### config.mk
export PLATFORM = sky130hd
export DESIGN_NAME = tbk_unit
export DESIGN_NICKNAME = d
export VERILOG_FILES = /design/src/sv/two_body_kinematic_curve_point_defines.svh /design/src/sv/tbk_pkg.sv /design/src/sv/tbk_unit.sv
export SDC_FILE = /design/constraint.sdc
export NUM_CORES = 1
export LEC_CHECK = 0
export ABC_AREA = 1
export BUFFER_PORTS_ARGS = -buffer_cell sky130_fd_sc_hd__buf_2
export CAP_MARGIN = 25
export CORE_UTILIZATION = 28
export DETAILED_ROUTE_END_ITERATION = 7
export GPL_TIMING_DRIVEN = 1
export SETUP_SLACK_MARGIN = 0.5
export SYNTH_ARGS = -nofsm -noshare
export SYNTH_HDL_FRONTEND = slang
export SYNTH_SLANG_ARGS = --single-unit
### constraint.sdc
create_clock -name i_clk -period 20 [get_ports i_clk]
set_input_delay 1 -clock i_clk [delete_from_list [all_inputs] [get_ports i_clk]]
set_output_delay 1 -clock i_clk [all_outputs]
set_load 0.005 [all_outputs]
### src/sv/two_body_kinematic_curve_point_defines.svh
// Assertion macros for the two-body kinematic curve point block.
// Used by the top level only; relies on i_clk and i_rst_n in scope.
`ifndef TWO_BODY_KINEMATIC_CURVE_POINT_DEFINES_SVH
`define TWO_BODY_KINEMATIC_CURVE_POINT_DEFINES_SVH

// same-cycle implication
`define TBK_ASSERT_NOW(label, ante, cons, msg) \
    label: assert property (@(posedge i_clk) disable iff (!i_rst_n) (ante) |-> (cons)) \
        else $error(msg);

// next-cycle implication
`define TBK_ASSERT_NEXT(label, ante, cons, msg) \
    label: assert property (@(posedge i_clk) disable iff (!i_rst_n) (ante) |=> (cons)) \
        else $error(msg);

`endif

### src/sv/tbk_pkg.sv
// Shared types and constants for the two-body kinematic curve point block.
// No dependencies.
package tbk_pkg;

    typedef struct packed {
        logic [11:0] point_index;
        logic        restart;
    } t_in_item;

    typedef struct packed {
        logic [23:0] angle_deg;
        logic [31:0] light_energy;
        logic        point_valid;
    } t_out_item;

    localparam logic [1:0] OP_MUL  = 2'd0;
    localparam logic [1:0] OP_DIV  = 2'd1;
    localparam logic [1:0] OP_SQRT = 2'd2;

    typedef struct packed {
        logic       start;
        logic [1:0] op;
        logic [7:0] nbits;
    } t_unit_cmd;

    typedef struct packed {
        logic busy;
        logic done;
    } t_unit_stat;

    localparam logic [2:0] REG_BEAM_ENERGY  = 3'd0;
    localparam logic [2:0] REG_BEAM_MASS    = 3'd1;
    localparam logic [2:0] REG_TARGET_MASS  = 3'd2;
    localparam logic [2:0] REG_HEAVY_MASS   = 3'd3;
    localparam logic [2:0] REG_LIGHT_MASS   = 3'd4;
    localparam logic [2:0] REG_EXCITATION   = 3'd5;
    localparam logic [2:0] REG_NUM_POINTS   = 3'd6;

    localparam logic [31:0] PI_Q30      = 32'd3373259426;
    localparam logic [30:0] ONE_Q30     = 31'd1073741824;
    localparam logic [7:0]  ANGLE_SCALE = 8'd180;

    // the reciprocals below are exact floors for dividends under 2^34
    localparam int RECIP_SHIFT = 42;

    // ceil(2^42 / ((2k-1)(2k))) for the k-th Taylor term of the cosine
    function automatic logic [41:0] tbk_term_recip(input logic [2:0] k);
        logic [41:0] v;
        case (k)
            3'd1:    v = 42'd2199023255552;
            3'd2:    v = 42'd366503875926;
            3'd3:    v = 42'd146601550371;
            3'd4:    v = 42'd78536544842;
            3'd5:    v = 42'd48867183457;
            3'd6:    v = 42'd33318534176;
            3'd7:    v = 42'd24165090721;
            default: v = 42'd0;
        endcase
        return v;
    endfunction

endpackage

### src/sv/tbk_unit.sv
// Shared bit-serial arithmetic unit: multiply, restoring divide, integer root.
// Depends on tbk_pkg.
module tbk_unit import tbk_pkg::*; (
    input  logic         i_clk,
    input  logic         i_rst_n,
    input  t_unit_cmd    i_cmd,
    input  logic [127:0] i_opa,
    input  logic [63:0]  i_opb,
    output t_unit_stat   o_stat,
    output logic [127:0] o_res
);

    logic         r_busy, n_busy;
    logic         r_done, n_done;
    logic [1:0]   r_op;
    logic [7:0]   r_cnt, n_cnt;
    logic [127:0] r_a;
    logic [63:0]  r_b;
    logic [127:0] r_acc, n_acc;
    logic [63:0]  r_rem, n_rem;

    logic [7:0]   w_idx;
    logic [64:0]  w_dsh;
    logic [65:0]  w_ssh, w_trial;

    assign w_idx   = r_cnt - 8'd1;
    assign w_dsh   = {r_rem, r_a[w_idx[6:0]]};
    assign w_ssh   = {r_rem, r_a[{w_idx[5:0], 1'b0} +: 2]};
    assign w_trial = {r_acc[63:0], 2'b01};

    always_comb begin
        n_busy = r_busy;
        n_done = 1'b0;
        n_cnt  = r_cnt;
        n_acc  = r_acc;
        n_rem  = r_rem;
        if (r_busy) begin
            n_cnt = w_idx;
            if (r_cnt == 8'd1) begin
                n_busy = 1'b0;
                n_done = 1'b1;
            end
            case (r_op)
                OP_MUL: begin
                    n_acc = {r_acc[126:0], 1'b0} + (r_b[w_idx[5:0]] ? r_a : 128'd0);
                end
                OP_DIV: begin
                    if (w_dsh >= {1'b0, r_b}) begin
                        n_rem = 64'(w_dsh - {1'b0, r_b});
                        n_acc = {r_acc[126:0], 1'b1};
                    end else begin
                        n_rem = w_dsh[63:0];
                        n_acc = {r_acc[126:0], 1'b0};
                    end
                end
                OP_SQRT: begin
                    if (w_ssh >= w_trial) begin
                        n_rem = 64'(w_ssh - w_trial);
                        n_acc = {r_acc[126:0], 1'b1};
                    end else begin
                        n_rem = w_ssh[63:0];
                        n_acc = {r_acc[126:0], 1'b0};
                    end
                end
                default: n_acc = r_acc;
            endcase
        end else if (i_cmd.start) begin
            n_busy = 1'b1;
            n_cnt  = i_cmd.nbits;
            n_acc  = '0;
            n_rem  = '0;
        end
    end

    always_ff @(posedge i_clk) begin
        if (!i_rst_n) begin
            r_busy <= 1'b0;
            r_done <= 1'b0;
        end else begin
            r_busy <= n_busy;
            r_done <= n_done;
        end
        r_cnt <= n_cnt;
        r_acc <= n_acc;
        r_rem <= n_rem;
        if (!r_busy && i_cmd.start) begin
            r_op <= i_cmd.op;
            r_a  <= i_opa;
            r_b  <= i_opb;
        end
    end

    assign o_stat.busy = r_busy;
    assign o_stat.done = r_done;
    assign o_res       = r_acc;

endmodule

==> flow_summary.ini, run 1 <==
[status]
status = completed

[synthesis]
ys_seq_area_share_pct = 31.2
synth_seq_cells = 396
yosysUniqueCellTypes = 59
avgSynthCellArea_um2 = 6.77
synth_edf_count = 394
syn-instance-count = 5623
syn-cell-area_um2 = 38100
syn_nets = 6091
ys_warn_count = 0
synthArstFlopShare_pct = 0
ys.flop_type = edfxtp_1

[clock_tree]
cts.sinks = 396
cts_tree = built
cts_resized = 0
clockBufferDepth = 3
cts_hold_buf = 0
clk_pin_slew_ns = 0.06
cts-root-buf = clkbuf_16
postCtsSetupBuffers = 0
cts_buffers = 52
htree_levels = 2
worstSkewPairLatency_ns = 0.69

[timing]
period_share_pct = 43.4
hold_viol_final = 0
rsz0062_at_grt = no
layout_min_cycle_time_ns = 8.68
slew_headroom_pct = 19.5
fmax_mhz = 115
finalSetupTns_ns = 0
drv_slew = 0
tightest_slew_ns = 1.20
setup_viol = 0
finClkSkew_ns = 0.0365

[drt]
vias = 41500
drt_iter0_drc = 5090
wl_per_cell_um = 24.9
via_per_inst = 5.39
wl_mm = 192
drc = 0
drtPass1Iterations = 6
ant_nets = 0

[min_path]
hold_start = i_opa[22]
hp-class = input pin to register
hold_end = r_a[22]
whs_path_depth = 1

[global_routing]
grt_use_total_pct = 27.0
grt_pass1_wl_mm = 270
grt_antenna_before_repair = 15
grt_max_degree = 99
grt_pass1_vias = 38500
overflow = 0

[setup_path]
crit_top_cell = nand2_1
r2r_end = o_res[91]
crit_path_end_kind = register
reg2reg_depth = 33
cp_slowest_cell = o21ai_0
critical_path_class = register to register
max_stage_delay_ns = 0.66
r2r_slack_ns = 11.32
cp.arrival_ns = 9.12
critPathMaxFanout = 70
required_ns = 20.44
start_kind = register
r2r-start = r_cnt[0]

[layout]
fin_nets = 6362
drive_above_1_share_pct = 9.18
syn_to_final_growth_pct = 14.0
fillers = 14700

[die]
dieArea_um2 = 137000
rows = 134
pin_count = 335
die-height_um = 371
start_util_pct = 28.4
design.core.area_um2 = 134000
die_w_um = 371

[pwr]
clkPwrFrac_pct = 23.4
p_seq_share_pct = 25.7
power_density_nw_per_um2 = 103
p_int_w = 0.00231
p_sw_share_pct = 48.5
ir_worst_vdd_mv = 0.0711
finalPower_w = 0.00449
p_sw_w = 0.00217
p_comb_share_pct = 50.8
p_leak_nw = 18.9

[placement]
portBuffers = 334
gp_congestion = 1.03
dpl.hpwl_mm = 159

[flow_run]
maxCapViolCount = 0
[state kept, by name (all words and copies together), names as in the netlist]
signal  count
o_res     128
r_a       128
r_b        64
r_busy      1
r_cnt       8
r_done      1
r_op        2
r_rem      64
[worst max-delay path by stage]
stage | cells past startpoint | slack (ns) | from | endpoint
floorplan | 4 | 6.74 | i_cmd[10] | o_res[0]
global placement | 33 | 11.73 | r_cnt[0] | o_res[91]
detailed placement | 33 | 11.62 | r_cnt[0] | o_res[91]
CTS | 33 | 11.60 | r_cnt[0] | o_res[91]
global route | 31 | 10.81 | r_cnt[0] | o_res[71]
finish | 33 | 11.32 | r_cnt[0] | o_res[91]
[stage by stage]
step	cells	hold WS (ns)	cell area, um^2	util, %	setup slack [ns]
finish	7706	0.481	43400	32.4	11.32
global route	7705	0.451	43400	32.4	10.81
CTS	7704	0.449	43400	32.4	11.60
detailed placement	7607	0.600	41500	31.0	11.62
global placement	7605	0.598	41500	31.0	11.73
floorplan	5623	0.541	38100	-	6.74
[synth_stat cells (all sizes together) (29+ instances only)]
cell	number	area, um^2
nand2	1090	4130
inv	884	3320
nor2	755	2830
a21oi	656	3290
o21ai	493	2480
edfxtp	394	11800
nand3	333	1670
ha	261	3270
buf	77	467
clkbuf	77	290
a31oi	64	400
o21a	59	443
xnor2	59	517
xor2	57	507
o211ai	44	345
nor3	41	210
or2	37	231
a21o	30	225
o22ai	30	188
nor4	29	181
[placed cells by master (no fill, tap or decap), types with 9 or more instances in the layout]
| master | count |
|---|---|
| nor3_1 | 40 |
| nand4_1 | 18 |
| clkbuf_16 | 52 |
| buf_2 | 334 |
| o21bai_1 | 18 |
| nand3_1 | 333 |
| a21o_1 | 30 |
| a21boi_0 | 14 |
| o22ai_1 | 30 |
| buf_4 | 35 |
| inv_1 | 876 |
| edfxtp_1 | 394 |
| nor4_1 | 28 |
| or2_2 | 37 |
| nand3b_1 | 11 |
| bufinv_16 | 10 |
| ha_1 | 259 |
| nand2_2 | 16 |
| o21ai_0 | 475 |
| nand2_1 | 1072 |
| xnor2_1 | 59 |
| nor2_1 | 752 |
| o221ai_1 | 27 |
| a211oi_1 | 9 |
| o21a_1 | 59 |
| xor2_1 | 56 |
| o211ai_1 | 41 |
| a21oi_1 | 653 |
| a31oi_1 | 64 |
| o21ai_1 | 14 |
[worst max-delay path, delay by kind of cell, from the launching register on]
family	cells	cell delay [ns]
buffers and inverters	5	1.70
adders and majority gates	2	0.91
AOI/OAI and AO/OA	7	2.48
DFF	1	0.43
and+or+nand+nor	19	2.81
[power by group through the flow]
stage / logic (W) / clock network [W] / registers (W)
detailed placement: 0.00221 / 0 / 0.00117
floorplan: 0.00145 / 0 / 0.00110
global placement: 0.00221 / 0 / 0.00117
CTS: 0.00222 / 0.00107 / 0.00115
global route: 0.00248 / 0.00109 / 0.00116
finish: 0.00228 / 0.00105 / 0.00115
[layout make-up]
cell class | count | area, um^2 | share of cell area [%]
Inverter | 886 | 3330 | 7.68
Clock inverter | 38 | 518 | 1.19
Multi-Input combinational cell | 4187 | 22200 | 51.1
Antenna cell | 1 | 2.50 | 0.00577
Timing Repair Buffer | 371 | 1960 | 4.51
Tap cell | 1768 | 2210 | 5.10
Sequential cell | 396 | 11900 | 27.4
Clock buffer | 59 | 1340 | 3.08
[logic make-up after synthesis]
logic type               Yosys count  share of synthesized area [%]
AND/OR/NAND/NOR                 2326                           25.0
AO/OA/AOI/OAI                   1482                           21.7
buffers and inverters           1040                           10.7
flip-flops                       396                           31.2
adder cells (fa/ha/maj)          263                           8.68
XOR/XNOR                         116                           2.69
[routing by layer]
metal	routed length [um]	share of wire [%]	track usage [%]	vias up
met2	78000	41	38.8	1991
li1	-	-	-	19500
met3	17300	9.0	4.51	279
met1	88500	46	39.6	19800
met5	36	0.019	0	-
met4	8350	4.3	10.7	6
Note: power is estimated with default switching activity, not from simulation.
==> inputs of run 2 (changes only) <==
==> constraint.sdc (replaced) <==
create_clock -name i_clk -period 7.7 [get_ports i_clk]
set_input_delay 0.385 -clock i_clk [delete_from_list [all_inputs] [get_ports i_clk]]
set_output_delay 0.385 -clock i_clk [all_outputs]
set_load 0.005 [all_outputs]
==> run 2 against run 1 <==
Non-clock buffer count rose by 217. Routed wire length decreased by 3.3%. Critical path type unchanged. Setup slack got worse by 10 ns. Combinational power grew to 2.6 times the previous value. Clock skew increased by 0.0075 ns. Total power increased to 2.6 times the previous value. Fmax rose by 27%. Largest power group unchanged. Via count is 0.76% higher. Die area unchanged. First-iteration DRC count down 5.1%. Design area grew 5.0%. Sequential share of layout area shrank 1.3 points.
==> flow_summary.ini, run 2 (synthesized netlist as in run 1, its figures left out) <==
[status]
status = completed

[placement]
placed_cells = 7626
dpl.hpwl_mm = 152
portBuffers = 334
place_ws_ns = 1.02
gp_congestion = 1.01

[setup_path]
start_kind = register
cp.arrival_ns = 7.16
crit_path_end_kind = register
critical_path_class = register to register
reg2reg_depth = 29
crit_top_cell = nand2_1
cp_slowest_cell = edfxtp_1
critPathMaxFanout = 47
max_stage_delay_ns = 0.47
required_ns = 8.05

[global_routing]
grt_use_total_pct = 26.1
grt_max_degree = 125
overflow = 0
grt_antenna_before_repair = 10
grt_pass1_wl_mm = 263
grt_pass1_vias = 39300

[timing]
fmax_mhz = 147
setup_viol = 0
drv_slew = 0
hold_viol_final = 0
finalSetupTns_ns = 0
layout_min_cycle_time_ns = 6.81
rsz0062_at_grt = no
tightest_slew_ns = 1.08
finClkSkew_ns = 0.0439
slew_headroom_pct = 28.2
period_share_pct = 88.4
fin_ws_ns = 0.892

[die]
die_w_um = 371
rows = 134
design.core.area_um2 = 134000
start_util_pct = 28.4
pin_count = 335
die-height_um = 371
dieArea_um2 = 137000

[drt]
vias = 41900
wl_per_cell_um = 23.4
drtPass1Iterations = 8
wl_mm = 186
ant_nets = 0
drc = 0
drt_iter0_drc = 4829
via_per_inst = 5.28

[pwr]
ir_worst_vdd_mv = 0.172
power_density_nw_per_um2 = 255
p_leak_nw = 19.8
finalPower_w = 0.0116

[flow_run]
maxCapViolCount = 0

[clock_tree]
cts_buffers = 53
cts.sinks = 396
postCtsSetupBuffers = 0
clk_pin_slew_ns = 0.06
clockBufferDepth = 3
cts-root-buf = clkbuf_16
worstSkewPairLatency_ns = 0.68
htree_levels = 2
cts_tree = built

[layout]
final_cells = 7923
final_common_cell = nand2_1
fin_nets = 6580
final_cell_mix = nand2_1 (1072), inv_1 (876), nor2_1 (752), a21oi_1 (653), o21ai_0 (475)
syn_to_final_growth_pct = 19.7
drive_above_1_share_pct = 9.15

[min_path]
hp-class = input pin to register
whs_path_depth = 3
[run 2: changes by cell type in the layout (fill, tap and decap cells not counted), moves of 2 or more]
cell	delta
dlygate4sd3_1	+197
buf_4	+16
buf_12	+4
inv_6	+3
clkinv_4	-2
diode_2	+2
inv_2	-2
[run 2: metal layers]
layer  up-vias  track usage (%)  share of wire (%)  wire (um)
li1      19900                -                  -          -
met1     19900             36.3                 45      83700
met2      1828             39.9                 43      79900
met3       261             5.37                8.6      15900
met4         0             8.52                3.4       6280
met5         -                0                  0          0
[run 2: through the flow]
| step | utilization (%) | hold slack (ns) | area [um^2] |
|---|---|---|---|
| global route | 34.0 | 0.0129 | 45600 |
| global placement | 31.1 | 0.562 | 41700 |
| floorplan | - | 0.484 | 38100 |
| finish | 34.0 | 0.0404 | 45600 |
| CTS | 33.9 | 0.0117 | 45500 |
| detailed placement | 31.1 | 0.563 | 41700 |
[run 2: layout make-up]
| cell class | count | area [um^2] |
|---|---|---|
| diodes | 3 | 7.51 |
| clock buffers | 61 | 1370 |
| clock inverters | 34 | 445 |
| fillers | 14700 | 88600 |
| inverters | 886 | 3340 |
| multi-input cells | 4187 | 22200 |
| flip-flops and latches | 396 | 11900 |
| well taps | 1768 | 2210 |
| repair buffers | 588 | 4150 |
[run 2: timing repair]
item,in CTS,in global routing
endpoints found under the hold margin,198,0
hold buffers,197,0
resized for setup,0,3
endpoints found under the setup margin,0,10
[run 2: final timing paths]
path                end  slack [ns]      start
max           r_rem[62]        0.89   r_cnt[0]
min              r_busy        0.04  i_cmd[10]
max reg2reg   r_rem[62]        0.89   r_cnt[0]
min reg2reg  o_res[100]        0.60  o_res[99]
[run 2: critical path, delay by kind of cell (launching register included)]
family                   cells  cell delay [ns]
buffers and inverters        6             1.21
AO/OA/AOI/OAI               11             2.79
adder cells (fa/ha/maj)      3             0.93
AND/OR/NAND/NOR              8             0.71
XOR/XNOR                     1             0.23
flip-flops                   1             0.47
[run 2: report_power, final]
part	switching [W]	total, W	internal [W]
logic	0.00406	0.00592	0.00186
registers	0.000324	0.00299	0.00266
clock network	0.00112	0.00270	0.00158
total	0.00551	0.0116	0.00610
